===== src/hw/rtl/gfp_column_normalize_weight_macros.svh =====
// Assertion macros shared by the column normalizer RTL.
// Each macro expects signals named clk and rst in the scope where it is used.
`ifndef GFP_COLUMN_NORMALIZE_WEIGHT_MACROS_SVH
`define GFP_COLUMN_NORMALIZE_WEIGHT_MACROS_SVH

// The consequent must hold in the same cycle as the antecedent.
`define GCNW_ASSERT_SAME(lbl, ante, cons, msg) \
  lbl: assert property (@(posedge clk) disable iff (rst) (ante) |-> (cons)) \
    else $error(msg);

// The consequent must hold in the cycle after the antecedent.
`define GCNW_ASSERT_NEXT(lbl, ante, cons, msg) \
  lbl: assert property (@(posedge clk) disable iff (rst) (ante) |=> (cons)) \
    else $error(msg);

`endif


===== src/hw/rtl/gcnw_pkg.sv =====
// Package for the GF(p) column normalizer: widths, register indexes, queue types
// and the small mod-p reduction function. Depends on nothing.
`timescale 1ns / 1ps
`default_nettype none

package gcnw_pkg;

  localparam int MAX_ROWS    = 12;
  localparam int MAX_PRIME   = 31;
  localparam int VAL_W       = 5;
  localparam int LBL_W       = 8;
  localparam int ROW_W       = 4;
  localparam int SUM_W       = 60;
  localparam int PROD_W      = 2 * VAL_W;
  localparam int CFG_IDX_W   = 1;
  localparam int CFG_DATA_W  = 5;
  localparam int QUEUE_DEPTH = 2;
  localparam int QPTR_W      = (QUEUE_DEPTH > 1) ? $clog2(QUEUE_DEPTH) : 1;
  localparam int QCNT_W      = $clog2(QUEUE_DEPTH + 1);

  localparam logic [CFG_IDX_W-1:0] REG_PRIME = 1'b0;
  localparam logic [CFG_IDX_W-1:0] REG_ROWS  = 1'b1;

  // One classified row, passed from the front end to the back end.
  typedef struct packed {
    logic [VAL_W-1:0] value;
    logic [LBL_W-1:0] label;
    logic             last;
  } q_item_t;

  // One result transaction.
  typedef struct packed {
    logic [VAL_W-1:0] norm_value;
    logic             column_done;
    logic [ROW_W-1:0] distinct_weight;
    logic [ROW_W-1:0] nonzero_count;
    logic [SUM_W-1:0] position_rank;
    logic [SUM_W-1:0] value_rank;
  } res_t;

  // Restoring reduction of a mod p. Valid when a < p * 2**VAL_W.
  function automatic logic [VAL_W-1:0] mod_reduce(input logic [PROD_W-1:0] a,
                                                  input logic [VAL_W-1:0]  p);
    logic [PROD_W-1:0] rem;
    logic [PROD_W-1:0] step;
    rem = a;
    for (int k = VAL_W - 1; k >= 0; k--) begin
      step = PROD_W'(p) << k;
      if (rem >= step) begin
        rem = rem - step;
      end
    end
    return rem[VAL_W-1:0];
  endfunction

endpackage

`default_nettype wire


===== src/hw/rtl/gcnw_queue.sv =====
// Short queue of classified rows between the front end and the back end.
// Depends on gcnw_pkg for the entry type and depth.
`timescale 1ns / 1ps
`default_nettype none

module gcnw_queue (
  input  wire logic             clk,
  input  wire logic             rst,
  input  wire logic             push,
  input  wire gcnw_pkg::q_item_t push_item,
  input  wire logic             pop,
  output gcnw_pkg::q_item_t     head,
  output logic                  full,
  output logic                  empty
);
  import gcnw_pkg::*;

  q_item_t           slots [QUEUE_DEPTH];
  logic [QPTR_W-1:0] wr_ptr;
  logic [QPTR_W-1:0] rd_ptr;
  logic [QCNT_W-1:0] count;

  assign full  = (count == QCNT_W'(QUEUE_DEPTH));
  assign empty = (count == '0);
  assign head  = slots[rd_ptr];

  always_ff @(posedge clk) begin
    if (push) begin
      slots[wr_ptr] <= push_item;
    end
  end

  always_ff @(posedge clk) begin
    if (rst) begin
      wr_ptr <= '0;
      rd_ptr <= '0;
      count  <= '0;
    end else begin
      if (push) begin
        wr_ptr <= (wr_ptr == QPTR_W'(QUEUE_DEPTH - 1)) ? '0 : wr_ptr + 1'b1;
      end
      if (pop) begin
        rd_ptr <= (rd_ptr == QPTR_W'(QUEUE_DEPTH - 1)) ? '0 : rd_ptr + 1'b1;
      end
      if (push && !pop) begin
        count <= count + 1'b1;
      end else if (pop && !push) begin
        count <= count - 1'b1;
      end
    end
  end

endmodule

`default_nettype wire


===== src/hw/rtl/gcnw_front.sv =====
// Front end: accepts input transactions, reduces the element mod p and marks
// the last row of each column. Depends on gcnw_pkg.
`timescale 1ns / 1ps
`default_nettype none

module gcnw_front (
  input  wire logic                      clk,
  input  wire logic                      rst,
  input  wire logic [gcnw_pkg::VAL_W-1:0] prime,
  input  wire logic [gcnw_pkg::ROW_W-1:0] rows,
  input  wire logic                      item_valid,
  output logic                           item_stall,
  input  wire logic [gcnw_pkg::VAL_W-1:0] elem_value,
  input  wire logic [gcnw_pkg::LBL_W-1:0] factor_id,
  input  wire logic                      queue_full,
  output logic                           push,
  output gcnw_pkg::q_item_t              push_item
);
  import gcnw_pkg::*;

  logic [ROW_W-1:0] row_index;
  logic             last_row;

  assign last_row   = ({1'b0, row_index} + 1'b1) >= {1'b0, rows};
  assign item_stall = queue_full;
  assign push       = item_valid && !queue_full;

  always_comb begin
    push_item.value = mod_reduce({{(PROD_W - VAL_W){1'b0}}, elem_value}, prime);
    push_item.label = factor_id;
    push_item.last  = last_row;
  end

  always_ff @(posedge clk) begin
    if (rst) begin
      row_index <= '0;
    end else if (push) begin
      row_index <= last_row ? '0 : row_index + 1'b1;
    end
  end

endmodule

`default_nettype wire


===== src/hw/rtl/gcnw_back.sv =====
// Back end: inverse search, mod-p normalize, label set, rank accumulators and
// the output register. Depends on gcnw_pkg and the assertion macro header.
`timescale 1ns / 1ps
`default_nettype none
`include "gfp_column_normalize_weight_macros.svh"

module gcnw_back (
  input  wire logic                      clk,
  input  wire logic                      rst,
  input  wire logic [gcnw_pkg::VAL_W-1:0] prime,
  input  wire gcnw_pkg::q_item_t         head,
  input  wire logic                      queue_empty,
  output logic                           pop,
  output logic                           result_valid,
  input  wire logic                      result_stall,
  output gcnw_pkg::res_t                 result
);
  import gcnw_pkg::*;

  typedef enum logic [4:0] {
    S_IDLE = 5'b00001,
    S_INV  = 5'b00010,
    S_MUL  = 5'b00100,
    S_RED  = 5'b01000,
    S_ACC  = 5'b10000
  } back_state_t;

  back_state_t         state;
  q_item_t             work;
  logic                leader_seen;
  logic [VAL_W-1:0]    column_inverse;
  logic [VAL_W-1:0]    search_m;
  logic [VAL_W-1:0]    search_r;
  logic [PROD_W-1:0]   product;
  logic [VAL_W-1:0]    norm;
  logic                label_hit;
  logic [LBL_W-1:0]    seen_labels [MAX_ROWS];
  logic [ROW_W-1:0]    seen_count;
  logic [ROW_W-1:0]    nonzero_total;
  logic [SUM_W-1:0]    position_sum;
  logic [SUM_W-1:0]    value_sum;
  logic [SUM_W-1:0]    row_power;

  logic [MAX_ROWS-1:0]     label_match;
  logic                    out_free;
  logic                    acc_fire;
  logic                    norm_nz;
  logic                    label_new;
  logic [ROW_W-1:0]        nonzero_next;
  logic [ROW_W-1:0]        seen_count_next;
  logic [SUM_W-1:0]        position_next;
  logic [SUM_W-1:0]        value_next;
  logic [SUM_W-1:0]        power_next;
  logic [SUM_W+VAL_W-1:0]  value_wide;
  logic [SUM_W+VAL_W-1:0]  power_wide;
  logic [VAL_W:0]          two_v;
  logic [VAL_W:0]          r_sum;
  logic                    search_over;
  logic                    head_leader;
  logic                    head_self_inverse;

  assign out_free = !result_valid || !result_stall;
  assign acc_fire = (state == S_ACC) && out_free;
  assign pop      = (state == S_IDLE) && !queue_empty;

  // Leader classification of the row at the head of the queue.
  assign head_leader       = !leader_seen && (head.value != '0);
  assign head_self_inverse = (head.value == VAL_W'(1)) || (head.value == prime - 1'b1);
  assign two_v             = {head.value, 1'b0};

  // Running residue r = v * m mod p for the inverse search.
  assign r_sum       = {1'b0, search_r} + {1'b0, work.value};
  assign search_over = ({1'b0, search_m} + (VAL_W + 1)'(2)) > {1'b0, prime};

  always_comb begin
    for (int i = 0; i < MAX_ROWS; i++) begin
      label_match[i] = (ROW_W'(i) < seen_count) && (seen_labels[i] == work.label);
    end
  end

  always_comb begin
    norm_nz         = (norm != '0);
    label_new       = norm_nz && !label_hit && (seen_count < ROW_W'(MAX_ROWS));
    nonzero_next    = norm_nz ? nonzero_total + 1'b1 : nonzero_total;
    seen_count_next = label_new ? seen_count + 1'b1 : seen_count;
    position_next   = norm_nz ? position_sum + row_power : position_sum;
    value_wide      = value_sum * prime;
    power_wide      = row_power * prime;
    value_next      = value_wide[SUM_W-1:0] + SUM_W'(norm);
    power_next      = power_wide[SUM_W-1:0];
  end

  always_ff @(posedge clk) begin
    if (pop) begin
      work <= head;
    end
    if (state == S_MUL) begin
      product <= column_inverse * work.value;
    end
    if (state == S_RED) begin
      norm      <= mod_reduce(product, prime);
      label_hit <= |label_match;
    end
    if (acc_fire && label_new) begin
      seen_labels[seen_count] <= work.label;
    end
    if (acc_fire) begin
      result.norm_value      <= norm;
      result.column_done     <= work.last;
      result.distinct_weight <= work.last ? seen_count_next : '0;
      result.nonzero_count   <= work.last ? nonzero_next : '0;
      result.position_rank   <= work.last ? position_next : '0;
      result.value_rank      <= work.last ? value_next : '0;
    end
  end

  always_ff @(posedge clk) begin
    if (rst) begin
      state          <= S_IDLE;
      leader_seen    <= 1'b0;
      column_inverse <= '0;
      search_m       <= '0;
      search_r       <= '0;
      seen_count     <= '0;
      nonzero_total  <= '0;
      position_sum   <= '0;
      value_sum      <= '0;
      row_power      <= SUM_W'(1);
      result_valid   <= 1'b0;
    end else begin
      if (acc_fire) begin
        result_valid <= 1'b1;
      end else if (!result_stall) begin
        result_valid <= 1'b0;
      end
      unique case (state)
        S_IDLE: begin
          if (pop) begin
            if (head_leader && head_self_inverse) begin
              column_inverse <= head.value;
              leader_seen    <= 1'b1;
              state          <= S_MUL;
            end else if (head_leader) begin
              search_m <= VAL_W'(2);
              search_r <= (two_v >= {1'b0, prime}) ? VAL_W'(two_v - {1'b0, prime})
                                                   : two_v[VAL_W-1:0];
              state    <= S_INV;
            end else begin
              state <= S_MUL;
            end
          end
        end
        S_INV: begin
          if (search_over) begin
            column_inverse <= '0;
            leader_seen    <= 1'b1;
            state          <= S_MUL;
          end else if (search_r == VAL_W'(1)) begin
            column_inverse <= search_m;
            leader_seen    <= 1'b1;
            state          <= S_MUL;
          end else begin
            search_m <= search_m + 1'b1;
            search_r <= (r_sum >= {1'b0, prime}) ? VAL_W'(r_sum - {1'b0, prime})
                                                 : r_sum[VAL_W-1:0];
          end
        end
        S_MUL: begin
          state <= S_RED;
        end
        S_RED: begin
          state <= S_ACC;
        end
        S_ACC: begin
          if (out_free) begin
            state <= S_IDLE;
            if (work.last) begin
              leader_seen    <= 1'b0;
              column_inverse <= '0;
              seen_count     <= '0;
              nonzero_total  <= '0;
              position_sum   <= '0;
              value_sum      <= '0;
              row_power      <= SUM_W'(1);
            end else begin
              seen_count    <= seen_count_next;
              nonzero_total <= nonzero_next;
              position_sum  <= position_next;
              value_sum     <= value_next;
              row_power     <= power_next;
            end
          end
        end
        default: begin
          state <= S_IDLE;
        end
      endcase
    end
  end

  `GCNW_ASSERT_SAME(a_search_before_leader, state == S_INV, !leader_seen, "late search")
  `GCNW_ASSERT_SAME(a_distinct_le_nonzero, 1'b1, seen_count <= nonzero_total, "bad distinct")
  `GCNW_ASSERT_NEXT(a_acc_gives_result, acc_fire, result_valid, "row gave no result")
  `GCNW_ASSERT_NEXT(a_last_clears_column, acc_fire && work.last,
                    !leader_seen && nonzero_total == '0, "column not cleared")

endmodule

`default_nettype wire


===== src/hw/rtl/gfp_column_normalize_weight.sv =====
// Top level of the GF(p) column normalizer: configuration registers and the
// front end, queue and back end. Depends on gcnw_pkg, gcnw_front, gcnw_queue, gcnw_back.
//
// Usage. Rows of a column arrive on the item channel (item_valid, item_stall,
// elem_value, factor_id); a transaction is taken at a rising edge with item_valid
// high and item_stall low. Each row yields one result transaction on the result
// channel (result_valid, result_stall and the result fields); the last row of a
// column carries column_done and the column summary, other rows carry zeros there.
// Configuration writes use cfg_valid/cfg_ready with cfg_index and cfg_data; index 0
// is the prime modulus, index 1 the row count. cfg_ready is always high, and writes
// are meant for idle periods between columns.
// Timing. An accepted row passes through the queue, the work register, the states S_MUL,
// S_RED and S_ACC and the output register; the first nonzero row of a column adds the
// inverse search, one candidate per cycle, unless its element is 1 or p-1. The back-end
// sequencer takes the next row from the queue only after S_ACC registers the last result.
// Stalls. A two-entry queue lets the front end keep accepting while the back end
// works or the result register waits; item_stall rises when the queue is full.
// A stalled result holds in the output register and the back end waits.
// Reset. rst is synchronous and active high; it loads p = 2 and 12 rows and clears
// the column state, the queue and the result valid flag.
`timescale 1ns / 1ps
`default_nettype none

module gfp_column_normalize_weight (
  input  wire logic                           clk,
  input  wire logic                           rst,
  input  wire logic                           item_valid,
  output logic                                item_stall,
  input  wire logic [gcnw_pkg::VAL_W-1:0]      elem_value,
  input  wire logic [gcnw_pkg::LBL_W-1:0]      factor_id,
  output logic                                result_valid,
  input  wire logic                           result_stall,
  output logic [gcnw_pkg::VAL_W-1:0]           norm_value,
  output logic                                column_done,
  output logic [gcnw_pkg::ROW_W-1:0]           distinct_weight,
  output logic [gcnw_pkg::ROW_W-1:0]           nonzero_count,
  output logic [gcnw_pkg::SUM_W-1:0]           position_rank,
  output logic [gcnw_pkg::SUM_W-1:0]           value_rank,
  input  wire logic                           cfg_valid,
  output logic                                cfg_ready,
  input  wire logic [gcnw_pkg::CFG_IDX_W-1:0]  cfg_index,
  input  wire logic [gcnw_pkg::CFG_DATA_W-1:0] cfg_data
);
  import gcnw_pkg::*;

  logic [VAL_W-1:0] prime_modulus;
  logic [ROW_W-1:0] row_count;
  logic [VAL_W-1:0] eff_prime;
  logic [ROW_W-1:0] eff_rows;

  q_item_t push_item;
  q_item_t head;
  logic    push;
  logic    pop;
  logic    queue_full;
  logic    queue_empty;
  res_t    result;

  // The configuration port never pushes back.
  assign cfg_ready = 1'b1;

  always_ff @(posedge clk) begin
    if (rst) begin
      prime_modulus <= VAL_W'(2);
      row_count     <= ROW_W'(MAX_ROWS);
    end else if (cfg_valid && cfg_ready) begin
      unique case (cfg_index)
        REG_PRIME: prime_modulus <= cfg_data[VAL_W-1:0];
        REG_ROWS:  row_count     <= cfg_data[ROW_W-1:0];
      endcase
    end
  end

  // A modulus below two behaves as two; the row count is clamped to 1..MAX_ROWS.
  // The 5-bit register cannot exceed the largest supported prime.
  assign eff_prime = (prime_modulus < VAL_W'(2)) ? VAL_W'(2) : prime_modulus;
  assign eff_rows  = (row_count == '0)               ? ROW_W'(1) :
                     (row_count > ROW_W'(MAX_ROWS)) ? ROW_W'(MAX_ROWS) : row_count;

  gcnw_front u_front (
    .clk        (clk),
    .rst        (rst),
    .prime      (eff_prime),
    .rows       (eff_rows),
    .item_valid (item_valid),
    .item_stall (item_stall),
    .elem_value (elem_value),
    .factor_id  (factor_id),
    .queue_full (queue_full),
    .push       (push),
    .push_item  (push_item)
  );

  gcnw_queue u_queue (
    .clk       (clk),
    .rst       (rst),
    .push      (push),
    .push_item (push_item),
    .pop       (pop),
    .head      (head),
    .full      (queue_full),
    .empty     (queue_empty)
  );

  gcnw_back u_back (
    .clk          (clk),
    .rst          (rst),
    .prime        (eff_prime),
    .head         (head),
    .queue_empty  (queue_empty),
    .pop          (pop),
    .result_valid (result_valid),
    .result_stall (result_stall),
    .result       (result)
  );

  assign norm_value      = result.norm_value;
  assign column_done     = result.column_done;
  assign distinct_weight = result.distinct_weight;
  assign nonzero_count   = result.nonzero_count;
  assign position_rank   = result.position_rank;
  assign value_rank      = result.value_rank;

endmodule

`default_nettype wire

===== config.mk =====
export PLATFORM = sky130hd
export DESIGN_NAME = gfp_column_normalize_weight
export DESIGN_NICKNAME = d
export VERILOG_FILES = /design/src/hw/rtl/gcnw_pkg.sv /design/src/hw/rtl/gcnw_queue.sv /design/src/hw/rtl/gcnw_front.sv /design/src/hw/rtl/gcnw_back.sv /design/src/hw/rtl/gfp_column_normalize_weight.sv
export VERILOG_INCLUDE_DIRS = /design/src /design/src/hw/rtl
export SDC_FILE = /design/constraint.sdc
export NUM_CORES = 2
export LEC_CHECK = 0
export BUFFER_PORTS_ARGS = -buffer_cell sky130_fd_sc_hd__buf_4
export CAP_MARGIN = 20
export CORE_MARGIN = 2
export CORE_UTILIZATION = 60
export CTS_CLUSTER_DIAMETER = 50
export CTS_CLUSTER_SIZE = 16
export DETAILED_ROUTE_END_ITERATION = 10
export PLACE_DENSITY = 0.78
export SYNTH_ARGS = -nofsm -noshare
export SYNTH_HDL_FRONTEND = slang
export SYNTH_SLANG_ARGS = --single-unit

===== constraint.sdc =====
create_clock -name clk -period 23.6 [get_ports clk]
set_input_delay 7.08 -clock clk [delete_from_list [all_inputs] [get_ports clk]]
set_output_delay 7.08 -clock clk [all_outputs]
set_load 0.01 [all_outputs]

==> results list <==
- The flow ran to the end, and the final reports show no timing, DRC or antenna violations.
- The filler cells instantiated in the layout total 5922.
- Of all flip-flops after synthesis, the portion carrying an async set or reset was 0.
- Number of endpoints failing setup at the final stage: 0
- Across every metal layer, demand over resource in global routing totals 0.298.
- Fraction of layout cells with a size suffix above 1: 0.0798
* Minimum period implied by the final worst setup slack: 15.83 ns
- Number of enable flip-flop cells after synthesis: 288
- Total Negative Setup Slacks: 0 ns
- In this run the worst path has a maximum fanout of 10.
- Initial Util: 0.605
- For this run, the slowest stage of the critical path takes 0.73 ns.
- In the routed design, unresolved DRC markers number 0.
- In this run the standard cell core region covers 74300 um^2.
- The die covers 77100 um^2.
* Post-detailed-routing wire length: 114000 um
- Unrepaired setup endpoints after global routing: false
* Detailed-route via count: 35.9k
* Largest buffer count on any clock path: 3
* Arrival time worst endpoint: 16.18 ns
* Number of placed I/O pins: 161
* Area growth, synth to finish: 9.80%
* Master of the slowest instance on the critical path: sky130_fd_sc_hd__or4b_2
* Largest vdd supply drop: 0.0613 mV
* Standard-cell row count: 100
- Dividing total power by cell area gives a power density of 56.7 nW/um^2.
- For this run, the number of Yosys warnings is 0.
* Mean number of vias per cell: 6.00
- Startpoint type of the worst setup path: input pin
* Met1 Routed Length: 48900 um
- Sequential fraction of the synthesis area: 0.294
- Number of distinct standard cells referenced by the synthesized netlist: 88
- Post-Synthesis Net Count: 5616
- Before antenna repair, the detailed router went through 6 iterations.
- After clock tree synthesis, the clock-pin slew on the worst setup and hold paths is 0.06 ns.
- Among all flip-flop cells after synthesis, the most frequent one is sky130_fd_sc_hd__edfxtp_1.
* Die boundary width: 278 um
- The worst hold path belongs to the class reg -> reg.
- Port Buf Inserts: 159
- Met3 WL post-DR: 8850 um
* Routed met2 length: 53200 um
* Area of the multi-input gates: 29500 um^2
- Total grt overflow: 0
* Number of H-tree branching levels: 3
- After synthesis the netlist holds a flip-flop and latch count of 516.
- The number of slew-limit violations in the final report is 0.
- The first routing iteration left 2763 violations.
- Post-route fraction of the period consumed by the critical path: 0.671
- Global-route wire length before repair: 187000 um
- Clock tree synthesis inserted a total of 67 buffers.
- Core Util, Final: 0.664
- Insertion delay of the later-clocked pin in the worst-skew pair: 0.64 ns
- The tree built by TritonCTS fans out to 516 sinks.
- Syn avg cell area: 9.19 um^2
- Slew at the pin closest to its max-slew limit: 1.09 ns
* CTS Hold Buffers Added: 0
* Clock tree root driver cell: sky130_fd_sc_hd__clkbuf_16
* Gp weighted congestion: 0.905
- Via count of the first global-routing pass: 36.2k
- In this run the cell area of the synthesized design comes to 45000 um^2.
* NumNets Final: 5677
- Post-detailed-route count of antenna-violating nets: 0
- DR WL/cell: 19.1 um
- CTS tree: yes
- Number of antenna violations at the first check in global routing: 2
- Achievable Freq: 63.2 MHz
- Sequential cell area: 13200 um^2
- Final number of hold-violating endpoints: 0
* Critical Path Sink Type: flip-flop
- Die height: 278 um
- DP HPWL: 81100 um
- CTS-repair resized insts: 0
- For this design the static power due to leakage is 22.5 nW.
- # Max-Cap Violations: 0
- For the final database, setup skew stands at 0.0473 ns.
- Number of buffers added for setup after CTS: 0
- Relative max-transition margin: 0.269
* Highest metal layer with signal wires: met4
* Pin count of the biggest net entering global routing: 128
- Gate Count Post-Synth: 4895
- Required @ worst endpoint: 23.95 ns
* Worst Setup Path Type: in -> reg
## registers in the layout (all words and copies together), names as in the netlist, named ones only
name / flops
prime_modulus: 5
row_count: 4
u_back.column_inverse: 5
u_back.label_hit: 1
u_back.leader_seen: 1
u_back.nonzero_total: 4
u_back.norm: 5
u_back.position_sum: 60
u_back.product: 10
u_back.result: 134
u_back.result_valid: 1
u_back.row_power: 60
u_back.search_m: 5
u_back.search_r: 5
u_back.seen_count: 4
u_back.seen_labels: 96
u_back.state: 5
u_back.value_sum: 60
u_back.work: 14
u_front.row_index: 4
u_queue.count: 2
u_queue.rd_ptr: 1
u_queue.slots: 28
u_queue.wr_ptr: 1
## report_power, final
part	internal [W]	switching [W]
Clock	0.000583	0.000463
Sequential	0.00102	0.0000343
Combinational	0.000278	0.000427
## worst paths after layout
path | slack (ns) | from | cells past startpoint | end
worst min-delay path | 0.47 | row_count[0]$_SDFFE_PP0P_ | 2 | row_count[0]$_SDFFE_PP0P_
worst min register to register | 0.47 | row_count[0]$_SDFFE_PP0P_ | 2 | row_count[0]$_SDFFE_PP0P_
worst max-delay path | 7.77 | elem_value[4] | 38 | u_queue.slots[0][11]$_DFFE_PP_
worst max register to register | 12.05 | prime_modulus[3]$_SDFFE_PP0P_ | 41 | u_back.norm[2]$_DFFE_PP_
## cell families (layout without fill, tap and decap cells)
group	after synthesis	after routing	share of synthesized area
buffers and inverters	621	737	0.0520
adder cells (fa/ha/maj)	698	698	0.254
AO/OA/AOI/OAI	1015	1015	0.146
XOR/XNOR	325	325	0.0633
other	2	3	0.000167
flip-flops	516	516	0.294
multiplexers	58	58	0.0139
AND/OR/NAND/NOR	1660	1660	0.176
## per-layer routing
layer  vias up  GRT usage
met4         0     0.0984
li1      16882          -
met1     17560      0.400
met3       206     0.0537
met5         -          0
met2      1240      0.490
## synthesized netlist by cell type (all sizes together) (10+ instances only)
master,n,area share
a2111oi,11,0.0021
a211oi,35,0.0058
a21o,119,0.020
a21oi,300,0.033
a22o,30,0.0058
a22oi,97,0.016
a31o,10,0.0019
a31oi,29,0.0040
a41oi,17,0.0033
and2,338,0.047
and3,40,0.0056
buf,22,0.0019
clkbuf,190,0.016
dfxtp,228,0.10
edfxtp,288,0.19
fa,360,0.16
ha,337,0.094
inv,409,0.034
mux2,30,0.0077
mux2i,28,0.0062
nand2,608,0.051
nand2b,47,0.0065
nand3,61,0.0068
nand4,37,0.0051
nor2,356,0.030
nor2b,49,0.0068
nor3,47,0.0052
nor4,26,0.0036
o211ai,19,0.0033
o21a,28,0.0047
o21ai,194,0.022
o21bai,20,0.0033
o31ai,16,0.0027
or3,17,0.0025
xnor2,179,0.035
xor2,146,0.028
## final cells by class
cell class,count,share of cell area
Clock buffer,75,0.0359
Timing Repair Buffer,204,0.0327
Clock inverter,49,0.0108
Tap cell,969,0.0246
Multi-Input combinational cell,3758,0.597
Sequential cell,516,0.268
Inverter,409,0.0312
Antenna cell,1,0.0000507
## placed cells by master, fill, tap and decap left out, drive strengths merged, types with 26 or more instances in the layout
| cell type | n |
|---|---|
| nand2 | 608 |
| inv | 432 |
| fa | 360 |
| nor2 | 356 |
| and2 | 338 |
| ha | 337 |
| a21oi | 300 |
| edfxtp | 288 |
| dfxtp | 228 |
| buf | 204 |
| o21ai | 194 |
| xnor2 | 179 |
| xor2 | 146 |
| a21o | 119 |
| a22oi | 97 |
| clkbuf | 75 |
| nand3 | 61 |
| nor2b | 49 |
| nor3 | 47 |
| nand2b | 47 |
| and3 | 40 |
| nand4 | 37 |
| a211oi | 35 |
| a22o | 30 |
| mux2 | 30 |
| a31oi | 29 |
| mux2i | 28 |
| o21a | 28 |
| nor4 | 26 |
## metrics by stage
step / worst slack, ns / total power (W) / instances / area, um^2 / hold slack, ns
after global routing: 6.90 / 0.00293 / 5980 / 49400 / 0.511
after detailed placement: 7.24 / 0.00176 / 5851 / 47000 / 0.467
after global placement: 7.21 / 0.00174 / 5850 / 46900 / 0.463
final: 7.77 / 0.00280 / 5981 / 49400 / 0.475
after CTS: 7.80 / 0.00280 / 5975 / 49300 / 0.477
after floorplan: 8.31 / 0.00157 / 4895 / 45000 / 0.424
## critical path, delay by kind of cell
kind,cells,cell delay [ns]
AOI/OAI and AO/OA,15,3.27
and+or+nand+nor,11,2.85
adders and majority gates,6,1.66
muxes,3,1.15
buffers and inverters,3,0.19
Power figures use the tool's default switching activity.
